File: config.mk
export PLATFORM = sky130hd
export DESIGN_NAME = pcf_clock_sync_integration
export DESIGN_NICKNAME = d
export VERILOG_FILES = /design/src/sv/pcsi_pkg.sv /design/src/sv/pcsi_div.sv /design/src/sv/pcsi_dp.sv /design/src/sv/pcsi_ctrl.sv /design/src/sv/pcf_clock_sync_integration.sv
export SDC_FILE = /design/constraint.sdc
export NUM_CORES = 2
export LEC_CHECK = 0
export BUFFER_PORTS_ARGS = -buffer_cell sky130_fd_sc_hd__buf_2
export CORE_MARGIN = 5
export CORE_UTILIZATION = 55
export DETAILED_ROUTE_END_ITERATION = 8
export MAX_ROUTING_LAYER = met4
export PLACE_DENSITY = 0.73
export SYNTH_ARGS = -nofsm -noshare
export SYNTH_HDL_FRONTEND = slang
export SYNTH_SLANG_ARGS = --single-unit
File: constraint.sdc
create_clock -name clk -period 11.7 [get_ports clk]
set_input_delay 0.585 -clock clk [delete_from_list [all_inputs] [get_ports clk]]
set_output_delay 0.585 -clock clk [all_outputs]
set_load 0.05 [all_outputs]
File: src/sv/pcsi_pkg.sv
// Shared types and constants for the PCF clock synchronization block.
// Holds opcodes, register indexes, configuration, command and result structs.
// No dependencies.
`default_nettype none

package pcsi_pkg;

    localparam int TIME_W  = 64;
    localparam int CNT_W   = 32;
    localparam int FCNT_W  = 16;
    localparam int GAIN_W  = 16;
    localparam int DIV_W   = 17;
    localparam int Q_SHIFT = 10;
    localparam int MUL_W   = (GAIN_W + 1) + (TIME_W / 2 + 1);
    localparam int PROD_W  = TIME_W + Q_SHIFT;

    // request opcodes
    localparam logic [1:0] OP_FRAME   = 2'd0;
    localparam logic [1:0] OP_TIMEOUT = 2'd1;
    localparam logic [1:0] OP_ALIGN   = 2'd2;

    // register word indexes
    localparam logic [2:0] REG_PROP_GAIN     = 3'd0;
    localparam logic [2:0] REG_INTEGRAL_GAIN = 3'd1;
    localparam logic [2:0] REG_PRECISION     = 3'd2;
    localparam logic [2:0] REG_MAX_DELAY     = 3'd3;
    localparam logic [2:0] REG_DIVISOR       = 3'd4;
    localparam logic [2:0] REG_STABLE_THR    = 3'd5;
    localparam logic [2:0] REG_CORR_EN       = 3'd6;

    typedef struct packed {
        logic [GAIN_W-1:0] prop_gain;
        logic [GAIN_W-1:0] integral_gain;
        logic [CNT_W-1:0]  precision_ns;
        logic [CNT_W-1:0]  max_delay_ns;
        logic [DIV_W-1:0]  clock_divisor;
        logic [15:0]       stable_threshold;
        logic              correction_enable;
    } cfg_t;

    typedef struct packed {
        logic       load;
        logic       div_start;
        logic       timeout;
        logic       perm;
        logic       update;
        logic       accum;
        logic       flags;
        logic       mul;
        logic       macc;
        logic       msum;
        logic       align;
        logic       out_load;
        logic [1:0] sel;
    } cmd_t;

    typedef struct packed {
        logic div_done;
    } sts_t;

    typedef struct packed {
        logic              cold_start;
        logic              sync_stable;
        logic              integrated;
        logic              frame_used;
        logic              in_window;
        logic [TIME_W-1:0] clock_offset;
        logic [TIME_W-1:0] aligned_time;
    } res_t;

endpackage

`default_nettype wire

File: src/sv/pcsi_div.sv
// Iterative unsigned divider, 64-bit dividend by 17-bit divisor, two bits a cycle.
// Used by the datapath for the transparent clock scaling; uses pcsi_pkg widths.
`default_nettype none

module pcsi_div
(
    input  wire logic                          clk,
    input  wire logic                          rst_n,
    input  wire logic                          start,
    input  wire logic [pcsi_pkg::TIME_W-1:0]   dividend,
    input  wire logic [pcsi_pkg::DIV_W-1:0]    divisor,
    output logic      [pcsi_pkg::TIME_W-1:0]   quotient,
    output logic                               done
);

    localparam int DW    = pcsi_pkg::DIV_W;
    localparam int TW    = pcsi_pkg::TIME_W;
    localparam int STEPS = TW / 2;
    localparam int CW    = $clog2(STEPS);

    function automatic logic [DW:0] div_step(input logic [DW-1:0] r, input logic b,
                                             input logic [DW-1:0] d);
        logic [DW:0] t;
        logic [DW:0] diff;
        t    = {r, b};
        diff = t - {1'b0, d};
        if (t >= {1'b0, d})
            div_step = {diff[DW-1:0], 1'b1};
        else
            div_step = {t[DW-1:0], 1'b0};
    endfunction

    logic [DW-1:0] rem_reg, rem_next;
    logic [TW-1:0] quo_reg, quo_next;
    logic [CW-1:0] cnt_reg;
    logic          busy_reg;
    logic          done_reg;
    logic [DW-1:0] d_eff;
    logic [DW:0]   s_a;
    logic [DW:0]   s_b;

    // a zero divisor acts as one
    assign d_eff = (divisor == '0) ? DW'(1) : divisor;

    always_comb
    begin
        s_a      = div_step(rem_reg, quo_reg[TW-1], d_eff);
        s_b      = div_step(s_a[DW:1], quo_reg[TW-2], d_eff);
        rem_next = s_b[DW:1];
        quo_next = {quo_reg[TW-3:0], s_a[0], s_b[0]};
    end

    always_ff @(posedge clk or negedge rst_n)
    begin
        if (!rst_n)
        begin
            busy_reg <= 1'b0;
            done_reg <= 1'b0;
            cnt_reg  <= '0;
        end
        else
        begin
            done_reg <= 1'b0;
            if (start)
            begin
                busy_reg <= 1'b1;
                cnt_reg  <= '0;
            end
            else if (busy_reg)
            begin
                cnt_reg <= cnt_reg + CW'(1);
                if (cnt_reg == CW'(STEPS - 1))
                begin
                    busy_reg <= 1'b0;
                    done_reg <= 1'b1;
                end
            end
        end
    end

    always_ff @(posedge clk)
    begin
        if (start)
        begin
            rem_reg <= '0;
            quo_reg <= dividend;
        end
        else if (busy_reg)
        begin
            rem_reg <= rem_next;
            quo_reg <= quo_next;
        end
    end

    assign quotient = quo_reg;
    assign done     = done_reg;

endmodule

`default_nettype wire

File: src/sv/pcsi_dp.sv
// Datapath: synchronization state, permanence point, window test, flags and
// the shared 17x33 multiplier for the PI correction. Uses pcsi_pkg and pcsi_div.
`default_nettype none

module pcsi_dp
(
    input  wire logic                              clk,
    input  wire logic                              rst_n,
    input  wire pcsi_pkg::cmd_t                    cmd,
    input  wire pcsi_pkg::cfg_t                    cfg,
    input  wire logic [pcsi_pkg::TIME_W-1:0]       receive_time_ns,
    input  wire logic [pcsi_pkg::TIME_W-1:0]       schedule_start_ns,
    input  wire logic [pcsi_pkg::TIME_W-1:0]       expected_point_ns,
    input  wire logic [pcsi_pkg::TIME_W-1:0]       transparent_clock,
    input  wire logic [pcsi_pkg::FCNT_W-1:0]       sync_cycle,
    input  wire logic [pcsi_pkg::TIME_W-1:0]       time_value,
    output pcsi_pkg::sts_t                         sts,
    output pcsi_pkg::res_t                         res
);

    localparam int TW  = pcsi_pkg::TIME_W;
    localparam int NW  = pcsi_pkg::CNT_W;
    localparam int FW  = pcsi_pkg::FCNT_W;
    localparam int MW  = pcsi_pkg::MUL_W;
    localparam int PW  = pcsi_pkg::PROD_W;
    localparam int HW  = TW / 2;
    localparam int GW  = pcsi_pkg::GAIN_W;
    localparam int QS  = pcsi_pkg::Q_SHIFT;

    // synchronization state
    logic [TW-1:0] offset_reg;
    logic [TW-1:0] sum_reg;
    logic [NW-1:0] in_cnt_reg, out_cnt_reg;
    logic [NW-1:0] in_clu_reg, out_clu_reg;
    logic [FW-1:0] frame_cnt_reg;
    logic          cold_reg, first_reg, integ_reg, stable_reg;

    // request and work registers
    logic [TW-1:0] rx_reg, start_reg, expct_reg, time_reg;
    logic [FW-1:0] ic_reg;
    logic [TW-1:0] perm_reg, wlo_reg, whi_reg;
    logic signed [MW-1:0] mul_reg;
    logic [PW-1:0] prod_reg;
    logic [TW-1:0] corr_reg;
    logic [TW-1:0] aligned_reg;
    logic          win_reg, used_reg;

    logic [TW-1:0] tc_q;
    logic          div_done;
    logic          ic_zero;
    logic          gate;
    logic          in_win;
    logic [TW-1:0] mag;
    logic [NW-1:0] wdiff, cdiff;
    logic          wpos, cgt, integ_new;
    logic [GW-1:0] gain;
    logic [TW-1:0] mval;
    logic signed [GW:0]   mul_a;
    logic signed [HW:0]   mul_b;
    logic signed [MW-1:0] mul_p;

    pcsi_div u_div
    (
        .clk      (clk),
        .rst_n    (rst_n),
        .start    (cmd.div_start),
        .dividend (transparent_clock),
        .divisor  (cfg.clock_divisor),
        .quotient (tc_q),
        .done     (div_done)
    );

    assign sts.div_done = div_done;

    assign ic_zero = (ic_reg == '0);
    assign gate    = !cold_reg || ic_zero;
    assign in_win  = (perm_reg > wlo_reg) && (perm_reg < whi_reg);

    assign mag     = offset_reg[TW-1] ? (~offset_reg + TW'(1)) : offset_reg;
    assign wdiff   = in_cnt_reg - out_cnt_reg;
    assign cdiff   = in_clu_reg - out_clu_reg;
    assign wpos    = !wdiff[NW-1] && (wdiff != '0);
    assign cgt     = $signed(cdiff) > $signed({{(NW-16){1'b0}}, cfg.stable_threshold});
    assign integ_new = !cold_reg && wpos && (mag < {{(TW-NW){1'b0}}, cfg.precision_ns});

    // sel[1] picks the gain and its operand, sel[0] the upper half of the operand
    assign gain  = cmd.sel[1] ? cfg.integral_gain : cfg.prop_gain;
    assign mval  = cmd.sel[1] ? sum_reg : offset_reg;
    assign mul_a = $signed({gain[GW-1], gain});
    assign mul_b = cmd.sel[0] ? $signed({mval[TW-1], mval[TW-1:HW]})
                              : $signed({1'b0, mval[HW-1:0]});
    assign mul_p = mul_a * mul_b;

    always_ff @(posedge clk or negedge rst_n)
    begin
        if (!rst_n)
        begin
            offset_reg    <= '0;
            sum_reg       <= '0;
            in_cnt_reg    <= '0;
            out_cnt_reg   <= '0;
            in_clu_reg    <= '0;
            out_clu_reg   <= '0;
            frame_cnt_reg <= '0;
            cold_reg      <= 1'b1;
            first_reg     <= 1'b1;
            integ_reg     <= 1'b0;
            stable_reg    <= 1'b0;
        end
        else if (cmd.timeout)
        begin
            first_reg  <= 1'b1;
            cold_reg   <= 1'b1;
            integ_reg  <= 1'b0;
            stable_reg <= 1'b0;
            offset_reg <= '0;
            sum_reg    <= '0;
        end
        else if (cmd.update)
        begin
            if (gate)
            begin
                cold_reg   <= 1'b0;
                offset_reg <= perm_reg - expct_reg;
                if (in_win)
                begin
                    in_cnt_reg <= in_cnt_reg + NW'(1);
                    if (ic_zero)
                        in_clu_reg <= in_clu_reg + NW'(1);
                end
                else
                begin
                    out_cnt_reg <= out_cnt_reg + NW'(1);
                    if (ic_zero)
                        out_clu_reg <= out_clu_reg + NW'(1);
                end
            end
        end
        else if (cmd.accum)
        begin
            if (used_reg)
                sum_reg <= sum_reg + offset_reg;
        end
        else if (cmd.flags)
        begin
            integ_reg     <= integ_new;
            frame_cnt_reg <= frame_cnt_reg + FW'(1);
            // the first stable decision waits for an integrated cluster frame
            if ((first_reg && ic_zero && integ_new) || !first_reg)
            begin
                stable_reg <= integ_new && cgt;
                first_reg  <= 1'b0;
            end
        end
    end

    always_ff @(posedge clk)
    begin
        if (cmd.load)
        begin
            rx_reg      <= receive_time_ns;
            start_reg   <= schedule_start_ns;
            expct_reg   <= expected_point_ns;
            ic_reg      <= sync_cycle;
            time_reg    <= time_value;
            corr_reg    <= '0;
            aligned_reg <= '0;
            win_reg     <= 1'b0;
            used_reg    <= 1'b0;
        end
        if (cmd.perm)
        begin
            perm_reg <= rx_reg - start_reg + ({{(TW-NW){1'b0}}, cfg.max_delay_ns} - tc_q);
            wlo_reg  <= expct_reg - {{(TW-NW){1'b0}}, cfg.precision_ns};
            whi_reg  <= expct_reg + {{(TW-NW){1'b0}}, cfg.precision_ns};
        end
        if (cmd.update && gate)
        begin
            used_reg <= 1'b1;
            win_reg  <= in_win;
        end
        if (cmd.mul)
            mul_reg <= mul_p;
        if (cmd.macc)
        begin
            if (cmd.sel[0])
                prod_reg <= prod_reg + {mul_reg[PW-HW-1:0], {HW{1'b0}}};
            else
                prod_reg <= {{(PW-MW){mul_reg[MW-1]}}, mul_reg};
        end
        if (cmd.msum)
            corr_reg <= corr_reg + prod_reg[PW-1:QS];
        if (cmd.align)
            aligned_reg <= cfg.correction_enable ? (time_reg + corr_reg) : time_reg;
    end

    assign res.aligned_time = aligned_reg;
    assign res.clock_offset = offset_reg;
    assign res.in_window    = win_reg;
    assign res.frame_used   = used_reg;
    assign res.integrated   = integ_reg;
    assign res.sync_stable  = stable_reg;
    assign res.cold_start   = cold_reg;

    a_win_used: assert property (@(posedge clk) disable iff (!rst_n)
        win_reg |-> used_reg)
        else $error("in-window result without frame use");

    a_integ_cold: assert property (@(posedge clk) disable iff (!rst_n)
        integ_reg |-> !cold_reg)
        else $error("integrated while in cold start");

    a_stable_integ: assert property (@(posedge clk) disable iff (!rst_n)
        stable_reg |-> integ_reg)
        else $error("stable without integration");

endmodule

`default_nettype wire

File: src/sv/pcsi_ctrl.sv
// Controller state machine: sequences divider, frame update steps, the four
// partial products of the PI correction and the result hand-off. Uses pcsi_pkg.
`default_nettype none

module pcsi_ctrl
(
    input  wire logic              clk,
    input  wire logic              rst_n,
    input  wire logic              start,
    input  wire logic [1:0]        op,
    input  wire logic              out_free,
    input  wire pcsi_pkg::sts_t    sts,
    output pcsi_pkg::cmd_t         cmd,
    output logic                   ready
);

    typedef enum logic [10:0] {
        S_IDLE  = 11'b000_0000_0001,
        S_DIV   = 11'b000_0000_0010,
        S_PERM  = 11'b000_0000_0100,
        S_UPD   = 11'b000_0000_1000,
        S_ACCUM = 11'b000_0001_0000,
        S_FLAGS = 11'b000_0010_0000,
        S_MUL   = 11'b000_0100_0000,
        S_MACC  = 11'b000_1000_0000,
        S_MSUM  = 11'b001_0000_0000,
        S_ALIGN = 11'b010_0000_0000,
        S_OUT   = 11'b100_0000_0000
    } state_t;

    localparam logic [1:0] STEP_LAST = 2'd3;

    state_t     state_reg, state_next;
    logic [1:0] step_reg, step_next;

    always_comb
    begin
        state_next = state_reg;
        step_next  = step_reg;
        cmd        = '0;
        cmd.sel    = step_reg;
        unique case (state_reg)
            S_IDLE:
            begin
                if (start)
                begin
                    cmd.load = 1'b1;
                    unique case (op)
                        pcsi_pkg::OP_FRAME:
                        begin
                            cmd.div_start = 1'b1;
                            state_next    = S_DIV;
                        end
                        pcsi_pkg::OP_TIMEOUT:
                        begin
                            cmd.timeout = 1'b1;
                            state_next  = S_OUT;
                        end
                        pcsi_pkg::OP_ALIGN:
                        begin
                            step_next  = '0;
                            state_next = S_MUL;
                        end
                        default:
                            state_next = S_OUT;
                    endcase
                end
            end
            S_DIV:
            begin
                if (sts.div_done)
                    state_next = S_PERM;
            end
            S_PERM:
            begin
                cmd.perm   = 1'b1;
                state_next = S_UPD;
            end
            S_UPD:
            begin
                cmd.update = 1'b1;
                state_next = S_ACCUM;
            end
            S_ACCUM:
            begin
                cmd.accum  = 1'b1;
                state_next = S_FLAGS;
            end
            S_FLAGS:
            begin
                cmd.flags  = 1'b1;
                state_next = S_OUT;
            end
            S_MUL:
            begin
                cmd.mul    = 1'b1;
                state_next = S_MACC;
            end
            S_MACC:
            begin
                cmd.macc = 1'b1;
                // upper half done: fold the product into the correction
                if (step_reg[0])
                    state_next = S_MSUM;
                else
                begin
                    step_next  = step_reg + 2'd1;
                    state_next = S_MUL;
                end
            end
            S_MSUM:
            begin
                cmd.msum = 1'b1;
                if (step_reg == STEP_LAST)
                    state_next = S_ALIGN;
                else
                begin
                    step_next  = step_reg + 2'd1;
                    state_next = S_MUL;
                end
            end
            S_ALIGN:
            begin
                cmd.align  = 1'b1;
                state_next = S_OUT;
            end
            S_OUT:
            begin
                if (out_free)
                begin
                    cmd.out_load = 1'b1;
                    state_next   = S_IDLE;
                end
            end
            default:
                state_next = S_IDLE;
        endcase
    end

    always_ff @(posedge clk or negedge rst_n)
    begin
        if (!rst_n)
        begin
            state_reg <= S_IDLE;
            step_reg  <= '0;
        end
        else
        begin
            state_reg <= state_next;
            step_reg  <= step_next;
        end
    end

    assign ready = (state_reg == S_IDLE);

    a_out_free: assert property (@(posedge clk) disable iff (!rst_n)
        cmd.out_load |-> out_free)
        else $error("result loaded into a full output register");

    a_leave_idle: assert property (@(posedge clk) disable iff (!rst_n)
        (state_reg == S_IDLE && start) |=> (state_reg != S_IDLE))
        else $error("accepted request did not start work");

    a_div_wait: assert property (@(posedge clk) disable iff (!rst_n)
        cmd.div_start |=> (state_reg == S_DIV))
        else $error("divider started outside the divide wait");

endmodule

`default_nettype wire

File: src/sv/pcf_clock_sync_integration.sv
// Frame request: divider, then permanence point, update, accumulate and flags steps.
// Align request: four 17x33 partial products on one multiplier; others skip to output.
// One request in work at a time; the next is taken once the controller is idle, even while
// a result waits for the sink.
// rst_n clears synchronization state and flags and sets configuration to its reset values.
// Top level: APB register file, stream handshake, output register; uses pcsi_pkg.
`default_nettype none

module pcf_clock_sync_integration
(
    input  wire logic         clk,
    input  wire logic         rst_n,
    input  wire logic         psel,
    input  wire logic         penable,
    input  wire logic         pwrite,
    input  wire logic [4:0]   paddr,
    input  wire logic [31:0]  pwdata,
    output logic      [31:0]  prdata,
    output logic              pready,
    input  wire logic         s_tvalid,
    output logic              s_tready,
    // receive_time_ns, schedule_start_ns, expected_point_ns, transparent_clock,
    // sync_cycle, time_value
    input  wire logic [335:0] s_tdata,
    // opcode
    input  wire logic [1:0]   s_tuser,
    output logic              m_tvalid,
    input  wire logic         m_tready,
    // aligned_time, clock_offset, in_window, frame_used, integrated, sync_stable,
    // cold_start, zero pad
    output logic [135:0]      m_tdata
);

    pcsi_pkg::cfg_t cfg_reg;
    pcsi_pkg::cmd_t cmd;
    pcsi_pkg::sts_t sts;
    pcsi_pkg::res_t res;

    logic         wr_en;
    logic [2:0]   wr_idx;
    logic         ready;
    logic         start;
    logic         out_free;
    logic         m_tvalid_reg;
    logic [135:0] m_tdata_reg;

    assign pready = 1'b1;
    assign wr_en  = psel && penable && pwrite;
    assign wr_idx = paddr[4:2];

    always_ff @(posedge clk or negedge rst_n)
    begin
        if (!rst_n)
        begin
            cfg_reg.prop_gain         <= '0;
            cfg_reg.integral_gain     <= '0;
            cfg_reg.precision_ns      <= 32'd10000;
            cfg_reg.max_delay_ns      <= '0;
            cfg_reg.clock_divisor     <= 17'h10000;
            cfg_reg.stable_threshold  <= 16'd10;
            cfg_reg.correction_enable <= 1'b1;
        end
        else if (wr_en)
        begin
            unique case (wr_idx)
                pcsi_pkg::REG_PROP_GAIN:     cfg_reg.prop_gain         <= pwdata[15:0];
                pcsi_pkg::REG_INTEGRAL_GAIN: cfg_reg.integral_gain     <= pwdata[15:0];
                pcsi_pkg::REG_PRECISION:     cfg_reg.precision_ns      <= pwdata;
                pcsi_pkg::REG_MAX_DELAY:     cfg_reg.max_delay_ns      <= pwdata;
                pcsi_pkg::REG_DIVISOR:       cfg_reg.clock_divisor     <= pwdata[16:0];
                pcsi_pkg::REG_STABLE_THR:    cfg_reg.stable_threshold  <= pwdata[15:0];
                pcsi_pkg::REG_CORR_EN:       cfg_reg.correction_enable <= pwdata[0];
                default: ;
            endcase
        end
    end

    always_comb
    begin
        unique case (wr_idx)
            pcsi_pkg::REG_PROP_GAIN:     prdata = {16'd0, cfg_reg.prop_gain};
            pcsi_pkg::REG_INTEGRAL_GAIN: prdata = {16'd0, cfg_reg.integral_gain};
            pcsi_pkg::REG_PRECISION:     prdata = cfg_reg.precision_ns;
            pcsi_pkg::REG_MAX_DELAY:     prdata = cfg_reg.max_delay_ns;
            pcsi_pkg::REG_DIVISOR:       prdata = {15'd0, cfg_reg.clock_divisor};
            pcsi_pkg::REG_STABLE_THR:    prdata = {16'd0, cfg_reg.stable_threshold};
            pcsi_pkg::REG_CORR_EN:       prdata = {31'd0, cfg_reg.correction_enable};
            default:                     prdata = '0;
        endcase
    end

    assign s_tready = ready;
    assign start    = s_tvalid && ready;
    assign out_free = !m_tvalid_reg || m_tready;

    pcsi_ctrl u_ctrl
    (
        .clk      (clk),
        .rst_n    (rst_n),
        .start    (start),
        .op       (s_tuser),
        .out_free (out_free),
        .sts      (sts),
        .cmd      (cmd),
        .ready    (ready)
    );

    pcsi_dp u_dp
    (
        .clk               (clk),
        .rst_n             (rst_n),
        .cmd               (cmd),
        .cfg               (cfg_reg),
        .receive_time_ns   (s_tdata[63:0]),
        .schedule_start_ns (s_tdata[127:64]),
        .expected_point_ns (s_tdata[191:128]),
        .transparent_clock (s_tdata[255:192]),
        .sync_cycle        (s_tdata[271:256]),
        .time_value        (s_tdata[335:272]),
        .sts               (sts),
        .res               (res)
    );

    // hold the result until the sink takes it
    always_ff @(posedge clk or negedge rst_n)
    begin
        if (!rst_n)
            m_tvalid_reg <= 1'b0;
        else if (cmd.out_load)
            m_tvalid_reg <= 1'b1;
        else if (m_tready)
            m_tvalid_reg <= 1'b0;
    end

    always_ff @(posedge clk)
    begin
        if (cmd.out_load)
            m_tdata_reg <= {3'd0, res.cold_start, res.sync_stable, res.integrated,
                            res.frame_used, res.in_window, res.clock_offset,
                            res.aligned_time};
    end

    assign m_tvalid = m_tvalid_reg;
    assign m_tdata  = m_tdata_reg;

endmodule

`default_nettype wire

==> out/summary.json <==
{
  "critical_path": {
    "largest_fanout_on_the_critical_path": 46,
    "r2r_cells": 30,
    "reg2reg_to": "u_dp.mul_reg[47]",
    "timing.critical_path.to": "u_dp.mul_reg[47]",
    "reg2reg_slack_ps": 2130,
    "cp_common_cell": "fa_1",
    "crit_arrival_ps": 10090,
    "timing.rr.start": "u_ctrl.step_reg[1]",
    "worst_path_largest_cell_delay_ps": 860,
    "worstSetupPathDepth": 30,
    "startpoint_type": "flop",
    "combined_buffer_and_inverter_count_along_the_critical_path": 7,
    "slowest_stage": "mux2_2",
    "crit_type": "reg2reg",
    "crit_path_start": "u_ctrl.step_reg[1]",
    "cp_data_required_time_ps": 12220,
    "worst_setup_path_end_kind": "flop",
    "top_cell_family_by_delay_on_the_critical_path": "adder cells"
  },
  "synth": {
    "netlist_top_cells_area": "edfxtp_1 (26%), fa_1 (12%), ha_1 (10%), dfrtp_1 (9.7%), inv_1 (4.4%)",
    "yosys.cell_count.top_type": "inv_1",
    "synth.yosys.seq_area_share_pct": 36.7,
    "synth-edff-count": 902,
    "synthesis.instances": 10268,
    "yosysUniqueCellTypes": 96,
    "ys_async_sr_fraction_pct": 30.9,
    "yosys_warnings": 0,
    "synth.cell_area_sq_um": 103000,
    "most_area_hungry_cell_type_in_the_yosys_netlist": "edfxtp_1",
    "synth_top_cell_area_share_pct": 26.4,
    "syn_area_per_cell_sq_um": 10.0,
    "flip_flop_cell_with_the_highest_count_after_synthesis": "edfxtp_1",
    "ys_ff_latch": 1331,
    "yosys-top-cells-count": "inv_1 (1207), nand2_1 (909), edfxtp_1 (902), ha_1 (848), nor2_1 (712)"
  },
  "clock_tree": {
    "clock_path_buffers": 3,
    "clockRootBuffer": "clkbuf_16",
    "tritoncts": "built",
    "cts.sink_count": 1331,
    "cts_buffers": 149,
    "cts.repair.resized": 0,
    "clock_tree.htree_level_count": 4,
    "clkLatencyLatePin_ps": 830,
    "cts.reportedPaths.clkPinSlew_ps": 70
  },
  "routing": {
    "avgRoutedWirePerCell_um": 23.0,
    "routed_wire_length_on_met3_mm": 28.1,
    "detailedRoute.firstIterationViolations": 6929,
    "antenna_violating_nets_post_route": 0,
    "routed.top_layer": "met4",
    "via_count": 81395,
    "drt-vias-per-instance": 5.97,
    "drt_first_pass_iters": 8,
    "routed_wirelength_mm": 314,
    "drc_errors": 0,
    "met2_wirelength_mm": 144,
    "wl_met1_mm": 124
  },
  "cells_and_area": {
    "finish.cell_count_without_fillers": 13641,
    "drive_above_1_share_pct": 10.2,
    "num-nets-final": 12851,
    "fillers": 14555,
    "finalCoreUtilization_pct": 62.7,
    "syn_to_final_growth_pct": 13.4,
    "largest_register_ff_count": 133
  },
  "die": {
    "std_cell_rows": 158,
    "placeableCoreArea_sq_um": 186000,
    "start_util_pct": 55.3,
    "boundaryPins": 553,
    "die_h_um": 442,
    "die-width_um": 442,
    "design.die.area_sq_um": 196000
  },
  "grt": {
    "global_route.usage.total_pct": 32.3,
    "grt_pass1_vias": 82153,
    "grt_start_max_net_pins": 175,
    "antenna_violations_before_repair": 20,
    "grt_remaining_overflow": 0,
    "grt_first_pass_wirelength_mm": 479
  },
  "timing": {
    "timing.final.hold_violations": 0,
    "finalWorstPathRequiredPeriod_ps": 9570,
    "max-slew-margin-rel_pct": 14.6,
    "timing.final.crit_share_pct": 81.8,
    "max_freq_ghz": 0.104,
    "finalSetupViolations": 0,
    "timing.final.max_slew_violations": 0,
    "setup_total_negative_slack_ps": 0,
    "timing_worst_slew_pin_value_ps": 1270,
    "postLayoutSetupSlackWorst_ps": 2130,
    "rsz0062_at_grt": "false",
    "fin_skew_ps": 62.2
  },
  "placement": {
    "placement.io_buffers": 546,
    "pre_cts_ws_ps": 2290,
    "dp_hpwl_mm": 240,
    "place_inst": 13050,
    "placer_s_final_routability_congestion_estimate": 1.01
  },
  "worst_hold_path": {
    "worst_hold_path_type": "in2reg"
  },
  "run_status": {
    "run_status": "complete, no violations"
  },
  "run": {
    "cap_viol_max_count": 0
  }
}
-- per-layer routing --
metal  up-vias  track usage (%)
li1      37152                -
met1     39771             40.7
met2      3747             50.3
met3       725             6.33
met4         0             15.8
met5         -                -
-- layout by cell type (no fill, tap or decap), types with 188 or more instances in the layout --
| cell type | n |
|---|---|
| fa_1 | 606 |
| edfxtp_1 | 902 |
| a21oi_1 | 613 |
| nand2_1 | 905 |
| ha_1 | 848 |
| a21o_1 | 368 |
| xnor2_1 | 501 |
| inv_1 | 1206 |
| nor2b_1 | 188 |
| dfrtp_1 | 396 |
| nor2_1 | 709 |
| buf_2 | 545 |
| xor2_1 | 211 |
| dlygate4sd3_1 | 293 |
| o21ai_0 | 530 |
-- per-stage QoR --
stage | hold WS, ps | area (sq um)
3_5_place_dp | 405 | 108000
6_report | 50.7 | 116000
3_3_place_gp | 401 | 108000
4_1_cts | 0.385 | 116000
2_1_floorplan | 289 | 103000
5_1_grt | 22.5 | 116000
-- tightest hold or removal path, cell delays in order --
cell and delay, ps:
buf_2 90, nand2_1 40, o21ai_0 60
-- kinds of logic (layout without fill, tap and decap cells) --
| kind of cell | after synthesis | count (layout) | share of synthesized area [%] |
|---|---|---|---|
| AOI/OAI and AO/OA | 2197 | 2197 | 13.5 |
| xor gates and xnor gates | 712 | 712 | 6.07 |
| adders and majority gates | 1454 | 1454 | 22.1 |
| buffers and inverters | 1549 | 2421 | 5.68 |
| DFF | 1331 | 1331 | 36.7 |
| muxes | 286 | 286 | 3.31 |
| other | 2 | 23 | 0.00731 |
| and+or+nand+nor | 2737 | 2737 | 12.6 |
-- layout make-up --
class	instances	area, sq um	share of cell area, %
diodes	19	47.5	0.0408
clock inverters	83	1100	0.943
clock buffers	195	4210	3.61
multi-input cells	7390	59300	50.9
flip-flops and latches	1331	37800	32.4
inverters	1213	4560	3.92
well taps	2480	3100	2.66
repair buffers	930	6380	5.48
-- what timing repair did --
item / 4_1_cts / 5_1_grt
hold buffers: 293 / 0
hold endpoints to repair: 372 / 0
buffers inserted: 0 / 0
-- worst min-delay path by stage --
stage          slack (ps)  cells past startpoint                       to                  from
6_report               50                      3  u_dp.u_div.quotient[40]          s_tdata[232]
5_1_grt                20                      2              cfg_reg[62]            pwdata[28]
4_1_cts               0.4                      3  u_dp.u_div.quotient[42]          s_tdata[234]
3_5_place_dp          400                      0               m_tdata[0]   u_dp.aligned_reg[0]
3_3_place_gp          400                      0              m_tdata[16]  u_dp.aligned_reg[16]
2_1_floorplan         290                      0             cfg_reg[100]                 rst_n
Power is not shown: default switching activity piles up to over one toggle a cycle in this logic, so the estimate is an artifact.
